<file path="src/design/rstab_pkg.sv">
package rstab_pkg;

  // Request codes carried in req_type
  localparam logic [2:0] REQ_CLEAR       = 3'd0;
  localparam logic [2:0] REQ_INSERT      = 3'd1;
  localparam logic [2:0] REQ_DELETE      = 3'd2;
  localparam logic [2:0] REQ_LOOKUP_ID   = 3'd3;
  localparam logic [2:0] REQ_LOOKUP_KIND = 3'd4;

  // Result status codes
  localparam logic [1:0] STAT_OK        = 2'd0;
  localparam logic [1:0] STAT_FULL      = 2'd1;
  localparam logic [1:0] STAT_NOT_FOUND = 2'd2;
  localparam logic [1:0] STAT_EXHAUSTED = 2'd3;

  // Largest kind code kept in a slot; larger codes saturate on insert
  localparam logic [2:0] KIND_MAX = 3'd4;

  typedef struct packed {
    logic [2:0]  req_type;
    logic [15:0] key_id;
    logic [2:0]  kind_code;
  } req_item_t;

  typedef struct packed {
    logic [1:0]  status;
    logic [5:0]  slot_index;
    logic [15:0] entry_id;
    logic [2:0]  entry_kind;
  } rsp_item_t;

  typedef enum logic [2:0] {
    S_IDLE,
    S_SWEEP,
    S_SCAN,
    S_COMMIT,
    S_DONE
  } ctrl_state_t;

endpackage

</file>
<file path="src/design/record_slot_table.sv">
// record_slot_table: a table of TABLE_SLOTS record slots, each with a valid
// mark, an identifier and a kind code.
// Request channel: req_valid / req_stall / req (req_type, key_id, kind_code).
// Response channel: rsp_valid / rsp_stall / rsp (status, slot_index,
// entry_id, entry_kind). Every request gives exactly one response item.
// One request is handled at a time; req_stall stays high until the
// controller is free again. Each slot is read from the table memory one per
// cycle, so the scan sets the rate: a request that stops at slot p goes on
// to commit and then done; a scan that finds nothing goes straight to done,
// and clear writes one slot at a time.
// Unknown request codes answer not found.
// After reset the table memory is swept to zero with req_stall high; the
// identifier counter starts at zero.
// The response sits in an output register; while rsp_stall is high it holds,
// the controller may finish the next item and keep it pending behind it, and
// a new request is taken once that pending item has moved to the register.
module record_slot_table import rstab_pkg::*; #(
  parameter int TABLE_SLOTS = 64,
  parameter int ID_BITS     = 16
) (
  input  logic      clk,
  input  logic      rst,
  input  logic      req_valid,
  output logic      req_stall,
  input  req_item_t req,
  output logic      rsp_valid,
  input  logic      rsp_stall,
  output rsp_item_t rsp
);

  // Slot number width; a single-slot table still needs one address bit
  localparam int IDX_W = (TABLE_SLOTS > 1) ? $clog2(TABLE_SLOTS) : 1;
  // Memory word: valid mark, identifier, kind code
  localparam int ENT_W = 1 + ID_BITS + 3;

  logic             mem_we;
  logic [IDX_W-1:0] mem_waddr;
  logic [ENT_W-1:0] mem_wdata;
  logic             mem_re;
  logic [IDX_W-1:0] mem_raddr;
  logic [ENT_W-1:0] mem_rdata;

  logic      res_valid;
  logic      res_take;
  rsp_item_t res;
  logic      out_free;

  rstab_mem #(
    .DEPTH (TABLE_SLOTS),
    .AW    (IDX_W),
    .DW    (ENT_W)
  ) u_mem (
    .clk   (clk),
    .we    (mem_we),
    .waddr (mem_waddr),
    .wdata (mem_wdata),
    .re    (mem_re),
    .raddr (mem_raddr),
    .rdata (mem_rdata)
  );

  rstab_ctrl #(
    .TABLE_SLOTS (TABLE_SLOTS),
    .ID_BITS     (ID_BITS),
    .IDX_W       (IDX_W),
    .ENT_W       (ENT_W)
  ) u_ctrl (
    .clk       (clk),
    .rst       (rst),
    .req_valid (req_valid),
    .req_stall (req_stall),
    .req       (req),
    .res_valid (res_valid),
    .res_take  (res_take),
    .res       (res),
    .mem_we    (mem_we),
    .mem_waddr (mem_waddr),
    .mem_wdata (mem_wdata),
    .mem_re    (mem_re),
    .mem_raddr (mem_raddr),
    .mem_rdata (mem_rdata)
  );

  // Output register: refill when empty or when the current item is taken
  assign out_free = !rsp_valid || !rsp_stall;
  assign res_take = res_valid && out_free;

  always_ff @(posedge clk) begin
    if (rst) begin
      rsp_valid <= 1'b0;
    end else if (out_free) begin
      rsp_valid <= res_valid;
    end
  end

  always_ff @(posedge clk) begin
    if (res_take) begin
      rsp <= res;
    end
  end

endmodule

</file>
<file path="src/design/rstab_mem.sv">
module rstab_mem #(
  parameter int DEPTH = 64,
  parameter int AW    = 6,
  parameter int DW    = 20
) (
  input  logic          clk,
  input  logic          we,
  input  logic [AW-1:0] waddr,
  input  logic [DW-1:0] wdata,
  input  logic          re,
  input  logic [AW-1:0] raddr,
  output logic [DW-1:0] rdata
);

  logic [DW-1:0] mem [DEPTH];

  always_ff @(posedge clk) begin
    if (we) begin
      mem[waddr] <= wdata;
    end
  end

  always_ff @(posedge clk) begin
    if (re) begin
      rdata <= mem[raddr];
    end
  end

endmodule

</file>
<file path="src/design/rstab_ctrl.sv">
module rstab_ctrl import rstab_pkg::*; #(
  parameter int TABLE_SLOTS = 64,
  parameter int ID_BITS     = 16,
  parameter int IDX_W       = 6,
  parameter int ENT_W       = 20
) (
  input  logic             clk,
  input  logic             rst,
  input  logic             req_valid,
  output logic             req_stall,
  input  req_item_t        req,
  output logic             res_valid,
  input  logic             res_take,
  output rsp_item_t        res,
  output logic             mem_we,
  output logic [IDX_W-1:0] mem_waddr,
  output logic [ENT_W-1:0] mem_wdata,
  output logic             mem_re,
  output logic [IDX_W-1:0] mem_raddr,
  input  logic [ENT_W-1:0] mem_rdata
);

  localparam int CMP_W = (ID_BITS > 16) ? ID_BITS : 16;
  localparam logic [IDX_W-1:0] LAST_SLOT = IDX_W'(TABLE_SLOTS - 1);
  localparam logic [ID_BITS-1:0] ID_MAX = '1;

  ctrl_state_t state, state_next;

  logic [2:0]         op;
  logic [15:0]        key;
  logic [2:0]         kind;
  logic [ID_BITS-1:0] id_cnt;
  logic [IDX_W-1:0]   iss_ptr;
  logic               iss_done;
  logic               chk_vld;
  logic [IDX_W-1:0]   chk_ptr;
  logic               sweep_rsp;
  logic [IDX_W-1:0]   hit_ptr;
  logic [ID_BITS-1:0] hit_ident;
  logic [2:0]         hit_kind;

  logic               rd_valid;
  logic [ID_BITS-1:0] rd_ident;
  logic [2:0]         rd_kind;
  logic               hit;
  logic               chk_last;
  logic               accept;
  logic               exhausted;
  logic [ID_BITS-1:0] new_id;
  logic [2:0]         sat_kind;
  logic [IDX_W+5:0]   slot_wide;
  logic [ID_BITS+15:0] new_id_wide;
  logic [ID_BITS+15:0] hit_id_wide;

  assign rd_valid  = mem_rdata[ENT_W-1];
  assign rd_ident  = mem_rdata[ENT_W-2:3];
  assign rd_kind   = mem_rdata[2:0];
  assign chk_last  = (chk_ptr == LAST_SLOT);
  assign accept    = req_valid && !req_stall;
  assign exhausted = (id_cnt == ID_MAX);
  assign new_id    = id_cnt + 1'b1;
  assign sat_kind  = (kind > KIND_MAX) ? KIND_MAX : kind;
  assign slot_wide   = {6'b0, hit_ptr};
  assign new_id_wide = {16'b0, new_id};
  assign hit_id_wide = {16'b0, hit_ident};

  // Slot test for the request in hand
  always_comb begin
    case (op)
      REQ_INSERT:               hit = !rd_valid;
      REQ_DELETE, REQ_LOOKUP_ID: hit = rd_valid && (CMP_W'(rd_ident) == CMP_W'(key));
      REQ_LOOKUP_KIND:          hit = rd_valid && (rd_kind == kind);
      default:                  hit = 1'b0;
    endcase
  end

  always_ff @(posedge clk) begin
    if (rst) begin
      state <= S_SWEEP;
    end else begin
      state <= state_next;
    end
  end

  always_comb begin
    state_next = state;
    req_stall  = 1'b1;
    res_valid  = 1'b0;
    mem_we     = 1'b0;
    mem_waddr  = iss_ptr;
    mem_wdata  = '0;
    mem_re     = 1'b0;
    mem_raddr  = iss_ptr;
    case (state)
      S_IDLE: begin
        req_stall = 1'b0;
        if (req_valid) begin
          case (req.req_type)
            REQ_CLEAR: state_next = S_SWEEP;
            REQ_INSERT, REQ_DELETE, REQ_LOOKUP_ID, REQ_LOOKUP_KIND: state_next = S_SCAN;
            default: state_next = S_DONE;
          endcase
        end
      end
      S_SWEEP: begin
        mem_we = 1'b1;
        if (iss_ptr == LAST_SLOT) begin
          state_next = sweep_rsp ? S_DONE : S_IDLE;
        end
      end
      S_SCAN: begin
        mem_re = !iss_done;
        if (chk_vld && hit) begin
          state_next = S_COMMIT;
        end else if (chk_vld && chk_last) begin
          state_next = S_DONE;
        end
      end
      S_COMMIT: begin
        mem_waddr = hit_ptr;
        case (op)
          REQ_INSERT: begin
            mem_we    = !exhausted;
            mem_wdata = {1'b1, new_id, sat_kind};
          end
          REQ_DELETE: mem_we = 1'b1;
          default:    mem_we = 1'b0;
        endcase
        state_next = S_DONE;
      end
      S_DONE: begin
        res_valid = 1'b1;
        if (res_take) begin
          state_next = S_IDLE;
        end
      end
      default: state_next = S_IDLE;
    endcase
  end

  always_ff @(posedge clk) begin
    if (rst) begin
      id_cnt    <= '0;
      iss_ptr   <= '0;
      iss_done  <= 1'b0;
      chk_vld   <= 1'b0;
      sweep_rsp <= 1'b0;
    end else begin
      case (state)
        S_IDLE: begin
          if (accept) begin
            op        <= req.req_type;
            key       <= req.key_id;
            kind      <= req.kind_code;
            iss_ptr   <= '0;
            iss_done  <= 1'b0;
            chk_vld   <= 1'b0;
            sweep_rsp <= 1'b1;
            res       <= '{STAT_NOT_FOUND, 6'd0, 16'd0, 3'd0};
          end
        end
        S_SWEEP: begin
          iss_ptr <= iss_ptr + 1'b1;
          res     <= '{STAT_OK, 6'd0, 16'd0, 3'd0};
        end
        S_SCAN: begin
          chk_vld <= !iss_done;
          chk_ptr <= iss_ptr;
          if (!iss_done) begin
            iss_ptr  <= iss_ptr + 1'b1;
            iss_done <= (iss_ptr == LAST_SLOT);
          end
          if (chk_vld && hit) begin
            hit_ptr   <= chk_ptr;
            hit_ident <= rd_ident;
            hit_kind  <= rd_kind;
          end else if (chk_vld && chk_last) begin
            res <= '{(op == REQ_INSERT) ? STAT_FULL : STAT_NOT_FOUND, 6'd0, 16'd0, 3'd0};
          end
        end
        S_COMMIT: begin
          if (op == REQ_INSERT) begin
            if (exhausted) begin
              res <= '{STAT_EXHAUSTED, 6'd0, 16'd0, 3'd0};
            end else begin
              id_cnt <= new_id;
              res    <= '{STAT_OK, slot_wide[5:0], new_id_wide[15:0], sat_kind};
            end
          end else begin
            res <= '{STAT_OK, slot_wide[5:0], hit_id_wide[15:0], hit_kind};
          end
        end
        default: begin
        end
      endcase
    end
  end

  // The identifier counter only ever steps up by one
  assert property (@(posedge clk) disable iff (rst)
    1'b1 |=> (id_cnt == $past(id_cnt)) || (id_cnt == ID_BITS'($past(id_cnt) + 1'b1)))
    else $error("identifier counter moved by other than one");

  // An insert never writes a slot once identifiers are used up
  assert property (@(posedge clk) disable iff (rst)
    (state == S_COMMIT && op == REQ_INSERT && mem_we) |-> !exhausted)
    else $error("insert committed with exhausted identifiers");

  // A pending result is held until the output stage takes it
  assert property (@(posedge clk) disable iff (rst)
    (res_valid && !res_take) |=> (res_valid && $stable(res)))
    else $error("pending result dropped or changed");

  // An accepted item always leaves the idle state
  assert property (@(posedge clk) disable iff (rst)
    accept |=> (state != S_IDLE))
    else $error("accepted item left the controller idle");

endmodule
</file>
<file path="config.mk">
export PLATFORM = sky130hd
export DESIGN_NAME = record_slot_table
export DESIGN_NICKNAME = d
export VERILOG_FILES = /design/src/design/rstab_pkg.sv /design/src/design/record_slot_table.sv /design/src/design/rstab_mem.sv /design/src/design/rstab_ctrl.sv
export SDC_FILE = /design/constraint.sdc
export NUM_CORES = 2
export LEC_CHECK = 0
export BUFFER_PORTS_ARGS = -buffer_cell sky130_fd_sc_hd__buf_2
export CAP_MARGIN = 20
export CORE_UTILIZATION = 55
export CTS_BUF_LIST = sky130_fd_sc_hd__clkbuf_2
export DETAILED_ROUTE_END_ITERATION = 10
export PLACE_DENSITY = 0.68
export SLEW_MARGIN = 20
export SYNTH_ARGS = -nofsm -noshare
export SYNTH_HDL_FRONTEND = slang
export SYNTH_HIERARCHICAL = 1
export SYNTH_SLANG_ARGS = --single-unit
</file>
<file path="constraint.sdc">
create_clock -name clk -period 7.6 [get_ports clk]
set_input_delay 0.76 -clock clk [delete_from_list [all_inputs] [get_ports clk]]
set_output_delay 0.76 -clock clk [all_outputs]
set_load 0.03 [all_outputs]
</file>
==> After elaboration in Yosys (flattened, before gate mapping) <==
Memories as Yosys holds them, arrays and structs flattened. A register that Yosys moved wholly into a read port is not among the register bits.
Cells that the tools add are included.
{ "classes": {"add_sub_neg": 2, "magnitude_cmp": 1, "eq_ne": 25, "mux": 34, "bitwise_logic": 2, "n_reduce_logical": 28} }
{ "ops": {"columns": ["op", "count"], "rows": [
  ["$mux 27", 5],
  ["$pmux 27 s4", 1],
  ["$mux 20", 2],
  ["$mux 3", 7],
  ["$eq 3x2->1 const B", 6],
  ["$mux 6", 3],
  ["$pmux 6 s3", 1],
  ["$add 16x1->16 const B", 1],
  ["$eq 16x16->1", 1],
  ["$eq 16x16->1 const B", 1],
  ["$pmux 3 s5", 1],
  ["$eq 6x6->1 const B", 2],
  ["$reduce_and 3->1", 4],
  ["$eq 3x1->1 const B", 3],
  ["$eq 3x3->1 const B", 3],
  ["$ne 2x2->1 const B", 4],
  ["$pmux 1 s2", 4],
  ["$mux 1", 7],
  ["$add 6x1->6 const B", 1],
  ["$logic_and 1x1->1", 6],
  ["$logic_not 3->1", 2],
  ["$ne 2x1->1 const B", 3],
  ["$pmux 3 s2", 1],
  ["$reduce_and 2->1", 3],
  ["other kinds (15)", 20]
]} }
{ "totals": {"reg_bits": 136, "ramBits": 1280, "in_bits": 26, "output_inout_bits": 29, "wordCells": 115, "mem_count": 1} }
{ "memory_table": {"columns": ["memory", "depth", "word_bits", "read_ports", "rd_ports_with_merged_regs", "wr", "line", "text"], "rows": [
  ["u_mem.mem", 64, 20, 1, 1, 1, "rstab_mem.sv:15", "logic [DW-1:0] mem [DEPTH];"]
]} }

==> Longest topological paths before layout <==
{ "logic_depth": {"ltp_word": 6, "depth_mapped": 10, "depth_no_buf": 9} }

==> Hierarchy <==
Netlist, hierarchy kept.
{ "modules_own_cells": {"columns": ["module", "n_inst", "cells_per_inst", "area_each_um2", "seq_area_each_um2"], "rows": [
  ["rstab_mem", 1, 2243, 49695.2, 39037.4],
  ["rstab_ctrl", 1, 417, 4767.1, 2962.8],
  ["record_slot_table", 1, 31, 847.1, 830.8]
]} }

==> Least setup slack after synthesis <==
No wires, ideal clock.
{ "synth_timing": {"path_kind": "register to register", "startpoint": "reg u_ctrl.op[1]", "endpoint": "mem u_mem.mem[0][0], data pin", "setup_time_ps": 722, "arrival_ps": 3845, "required_ps": 6878, "path_slack_ps": 3034, "path_stages_with_launch": 6, "n_path_buf": 2, "period_less_slack_ps": 4566, "cell_sequence": "edfxtp_1 > clkbuf_1 > nor3b_2 > nand2_1 > buf_2 > nor3b_1"} }
{ "synth_between": {"elab_chain_len": 3} }
{ "synth_lines": {"columns": ["element", "line", "text"], "rows": [
  ["start: declaration", "rstab_ctrl.sv:29", "logic [2:0] op;"],
  ["start signal: assignment", "rstab_ctrl.sv:152", "op <= req.req_type;"],
  ["$eq 3x1->1", "rstab_ctrl.sv:121", "case (op)"],
  ["$mux 20", "rstab_ctrl.sv:121", null],
  ["$mux 20", "rstab_ctrl.sv:94", "case (state)"],
  ["named net mem_wdata[0]", "record_slot_table.sv:38", "logic [ENT_W-1:0] mem_wdata;"],
  ["end: declaration", "rstab_mem.sv:15", null]
]} }
The timed path passes the listed nets, and every way through them passes these cells.

==> Worst setup path after layout <==
{ "layout_timing": {"startpoint": "reg u_ctrl.id_cnt[0]", "endpoint": "mem u_mem.mem[14][3] (enable)"} }
{ "layout_between": {"elab_chain_len": 6} }
{ "layout_lines": {"columns": ["element", "line", "text"], "rows": [
  ["start: declaration", "rstab_ctrl.sv:32", "logic [ID_BITS-1:0] id_cnt;"],
  ["start signal: assignment", "rstab_ctrl.sv:186", "id_cnt <= new_id;"],
  ["$eq 16x16->1", "rstab_ctrl.sv:60", "assign exhausted = (id_cnt == ID_MAX);"],
  ["$logic_not 1->1", "rstab_ctrl.sv:123", "mem_we = !exhausted;"],
  ["$pmux 1 s2", "rstab_ctrl.sv:121", null],
  ["$pmux 1 s2", "rstab_ctrl.sv:94", null],
  ["named net mem_we", "record_slot_table.sv:36", "logic mem_we;"],
  ["$mux 1", "rstab_mem.sv:18", "if (we) begin"],
  ["$mux 1 (implied by the code)", "rstab_mem.sv:19", "mem[waddr] <= wdata;"]
]} }
The timed path passes the listed nets, and every way through them passes these cells.

==> impl_metrics.env <==
export IMPL_outcome="finished, final reports clean"
export IMPL_synth_edf_count=1407
export IMPL_hp_start="req[20]"
export IMPL_fillCellCount=6990
export IMPL_clockRootBuffer="clkbuf_2"
export IMPL_period_needed_ps=4698
export IMPL_clock_path_buffers=4
export IMPL_end_kind="flop"
export IMPL_die_area_um2=101800
export IMPL_finalClockSkew_ps=150.1
export IMPL_final_nets=3089
export IMPL_max_slew_margin_rel_pct=2.342
export IMPL_grt_max_degree=120
export IMPL_portBuffers=54
export IMPL_initial_core_util_pct=55.87
export IMPL_start_kind="flop"
export IMPL_rsz0062_at_grt="no"
export IMPL_post_cts_resize_count=0
export IMPL_first_iter_violations=3130
export IMPL_crit_arrival_ps=5770
export IMPL_p_total_mw=14.12
export IMPL_syn_area_per_cell_um2=20.55
export IMPL_hpwl_um=74790
export IMPL_core_area_um2=98990
export IMPL_drt_vias_per_instance=6.216
export IMPL_p_leak_nw=17.32
export IMPL_overflow=0
export IMPL_final_hold_viol_count=0
export IMPL_crit_fanout=20
export IMPL_fmax_ghz=0.2129
export IMPL_cts_made_buffers=355
export IMPL_netlist_cell_type_count=69
export IMPL_clock_latency_ps=1590
export IMPL_drtPass1Iterations=9
export IMPL_hold_path_class="input port to flop"
export IMPL_clk_pin_slew_ps=110
export IMPL_r2r_cells=9
export IMPL_syn_area_um2=55310
export IMPL_wl_um=131000
export IMPL_timing_final_crit_share_pct=61.81
export IMPL_area_growth_pct=10.42
export IMPL_syn_instance_count=2691
export IMPL_power_density_nw_per_um2=231.2
export IMPL_grt_pass1_vias=29100
export IMPL_finalMaxSlewViolations=0
export IMPL_drive_gt1_share_pct=30.94
export IMPL_cts_sinks=1436
export IMPL_track_usage_pct=25.88
export IMPL_setup_viol=0
export IMPL_die_h_um=319.1
export IMPL_r2r_start="u_ctrl/id_cnt[0]"
export IMPL_r2r_slack_ps=2900
export IMPL_drv_cap=0
export IMPL_die_width_um=319.1
export IMPL_min_to="u_ctrl/state[0]"
export IMPL_ios=55
export IMPL_cts_tree="done"
export IMPL_place_congestion=0.8807
export IMPL_synth_ff_type="edfxtp_1"
export IMPL_async_reset_ff_share_pct=0
export IMPL_via_count=28610
export IMPL_path_class="flop to flop"
export IMPL_synth_area_leader_cell="edfxtp_1"
export IMPL_synth_top_area_share_pct=76.39
export IMPL_grt_pass1_wl_um=188900
export IMPL_worst_pin_slew_ps=1452
export IMPL_cts_max_level=5
export IMPL_vdd_drop_max_mv=0.1351
export IMPL_drcViolationCount=0
export IMPL_crit_required_ps=8680
export IMPL_r2r_end="u_mem/mem[14][3]"
export IMPL_synth_area_top_cells="edfxtp_1, mux4_2, mux2i_1"
export IMPL_ys_ff_latch=1436
export IMPL_syn_nets=2719
export IMPL_holdWs_ps=275.7
export IMPL_rows=115
export IMPL_ant_nets=0
export IMPL_holdBufCountCts=51
export IMPL_grt_antenna_before_repair=9
export IMPL_ys_warn_count=6
export IMPL_wl_per_cell_um=28.46
export IMPL_hold_depth=4
export IMPL_yosysSeqAreaShare_pct=77.44
export IMPL_fin_tns_setup_ps=0
export IMPL_cts_setup_buffers=0
[registers in the layout (all words and copies together), names as in the netlist]
register          flops
u_ctrl/key           16
u_ctrl/sweep_rsp      1
u_ctrl/chk_ptr        6
u_ctrl/res           27
rsp                  27
u_ctrl/mem_raddr      6
u_ctrl/kind           3
u_ctrl/state          3
u_ctrl/hit_ptr        6
rsp_valid             1
u_ctrl/op             3
u_ctrl/hit_kind       3
u_mem/mem          1280
u_ctrl/hit_ident     16
u_mem/rdata          20
u_ctrl/chk_vld        1
u_ctrl/iss_done       1
u_ctrl/id_cnt        16
[final cells by class]
| class | instances | area (µm²) | share of cell area (%) |
|---|---|---|---|
| clock inverter | 91 | 465.4 | 0.7621 |
| clock buffer | 508 | 2542 | 4.163 |
| timing repair buffer | 158 | 1239 | 2.028 |
| sequential | 1436 | 42850 | 70.15 |
| antenna | 13 | 32.53 | 0.05326 |
| inverter | 11 | 41.29 | 0.06760 |
| tap | 1287 | 1610 | 2.637 |
| multi-input combinational | 1099 | 12300 | 20.14 |
[routing by layer]
layer	global-route usage (%)	vias up	routed length [µm]
met5	1.277	-	32
met2	40.74	1489	64150
met1	34.07	14810	50210
met3	7.036	222	12170
met4	11.21	4	4430
li1	-	12090	-
[cells by family (layout without fill, tap and decap cells)]
logic type | count (synthesis) | count (layout) | synth area share, %
other | 0 | 13 | 0
xor gates and xnor gates | 38 | 38 | 0.6017
AOI/OAI and AO/OA | 286 | 286 | 3.391
DFF | 1436 | 1436 | 77.44
and+or+nand+nor | 319 | 319 | 2.891
muxes | 454 | 454 | 14.20
adders and majority gates | 2 | 2 | 0.04524
buffers and inverters | 156 | 768 | 1.430
[worst max-delay path, cell delays in order, from the launching register on]
cell and delay, ps:
dfxtp_1 400, ha_1 320, nand3_4 170, nor4_4 100, nor3b_1 190, o21bai_1 100
a21oi_1 630, nor2b_1 340, nand3_1 860, nor2_2 1200
[worst max-delay path by stage]
stage	from	endpoint	slack (ps)
global placement	u_ctrl/id_cnt[0]	u_mem/mem[30][16]	3140
floorplan	u_ctrl/op[1]	u_mem/mem[0][0]	3030
CTS	u_ctrl/id_cnt[0]	u_mem/mem[47][6]	2970
detailed placement	u_ctrl/id_cnt[0]	u_mem/mem[31][5]	3020
finish	u_ctrl/id_cnt[0]	u_mem/mem[14][3]	2900
global route	u_ctrl/id_cnt[0]	u_mem/mem[14][2]	2690
[layout by cell type (no fill, tap or decap), types with 12 or more instances in the layout]
| cell type | n |
|---|---|
| a21o_1 | 21 |
| a21oi_1 | 23 |
| a22oi_1 | 64 |
| a31oi_1 | 35 |
| and3_1 | 18 |
| buf_2 | 54 |
| buf_4 | 45 |
| clkbuf_2 | 508 |
| clkinv_1 | 72 |
| dfxtp_1 | 25 |
| diode_2 | 13 |
| dlygate4sd3_1 | 51 |
| edfxtp_1 | 1407 |
| mux2i_1 | 184 |
| mux4_2 | 264 |
| nand2_1 | 63 |
| nand3_1 | 14 |
| nor2_1 | 50 |
| nor2_2 | 16 |
| nor2_4 | 59 |
| nor3_1 | 12 |
| o21ai_0 | 44 |
| o22ai_1 | 52 |
| o31ai_1 | 12 |
| xnor2_1 | 14 |
| xor2_1 | 24 |
[where the power goes]
group          leakage (nW)  internal (mW)  switching, mW  total, mW
sequential             11.1           8.62         0.0489       8.67
clock                  2.33           1.91           2.90       4.81
combinational          3.86          0.269          0.368      0.637
total                  17.3           10.8           3.32       14.1
[stage by stage]
| step | setup slack, ps | util, % | cell area [µm²] | cells |
|---|---|---|---|---|
| finish | 2902 | 61.69 | 61070 | 4603 |
| global route | 2689 | 61.69 | 61070 | 4602 |
| global placement | 3136 | 57.78 | 57200 | 3935 |
| floorplan | 3034 | - | 55310 | 2691 |
| CTS | 2970 | 61.38 | 60760 | 4586 |
| detailed placement | 3018 | 57.82 | 57240 | 3936 |
[cell usage after synthesis (all sizes together), types with 15 or more instances]
cell type     n
xor2         24
mux2i       184
mux4        264
nand2        64
edfxtp     1407
a21o         21
dfxtp        29
a31oi        35
o31ai        17
clkbuf       62
o22ai        52
nor2        125
a21oi        30
a22oi        64
buf          83
o21ai        44
nand3        15
and3         20
(Power assumes the default switching activity.)
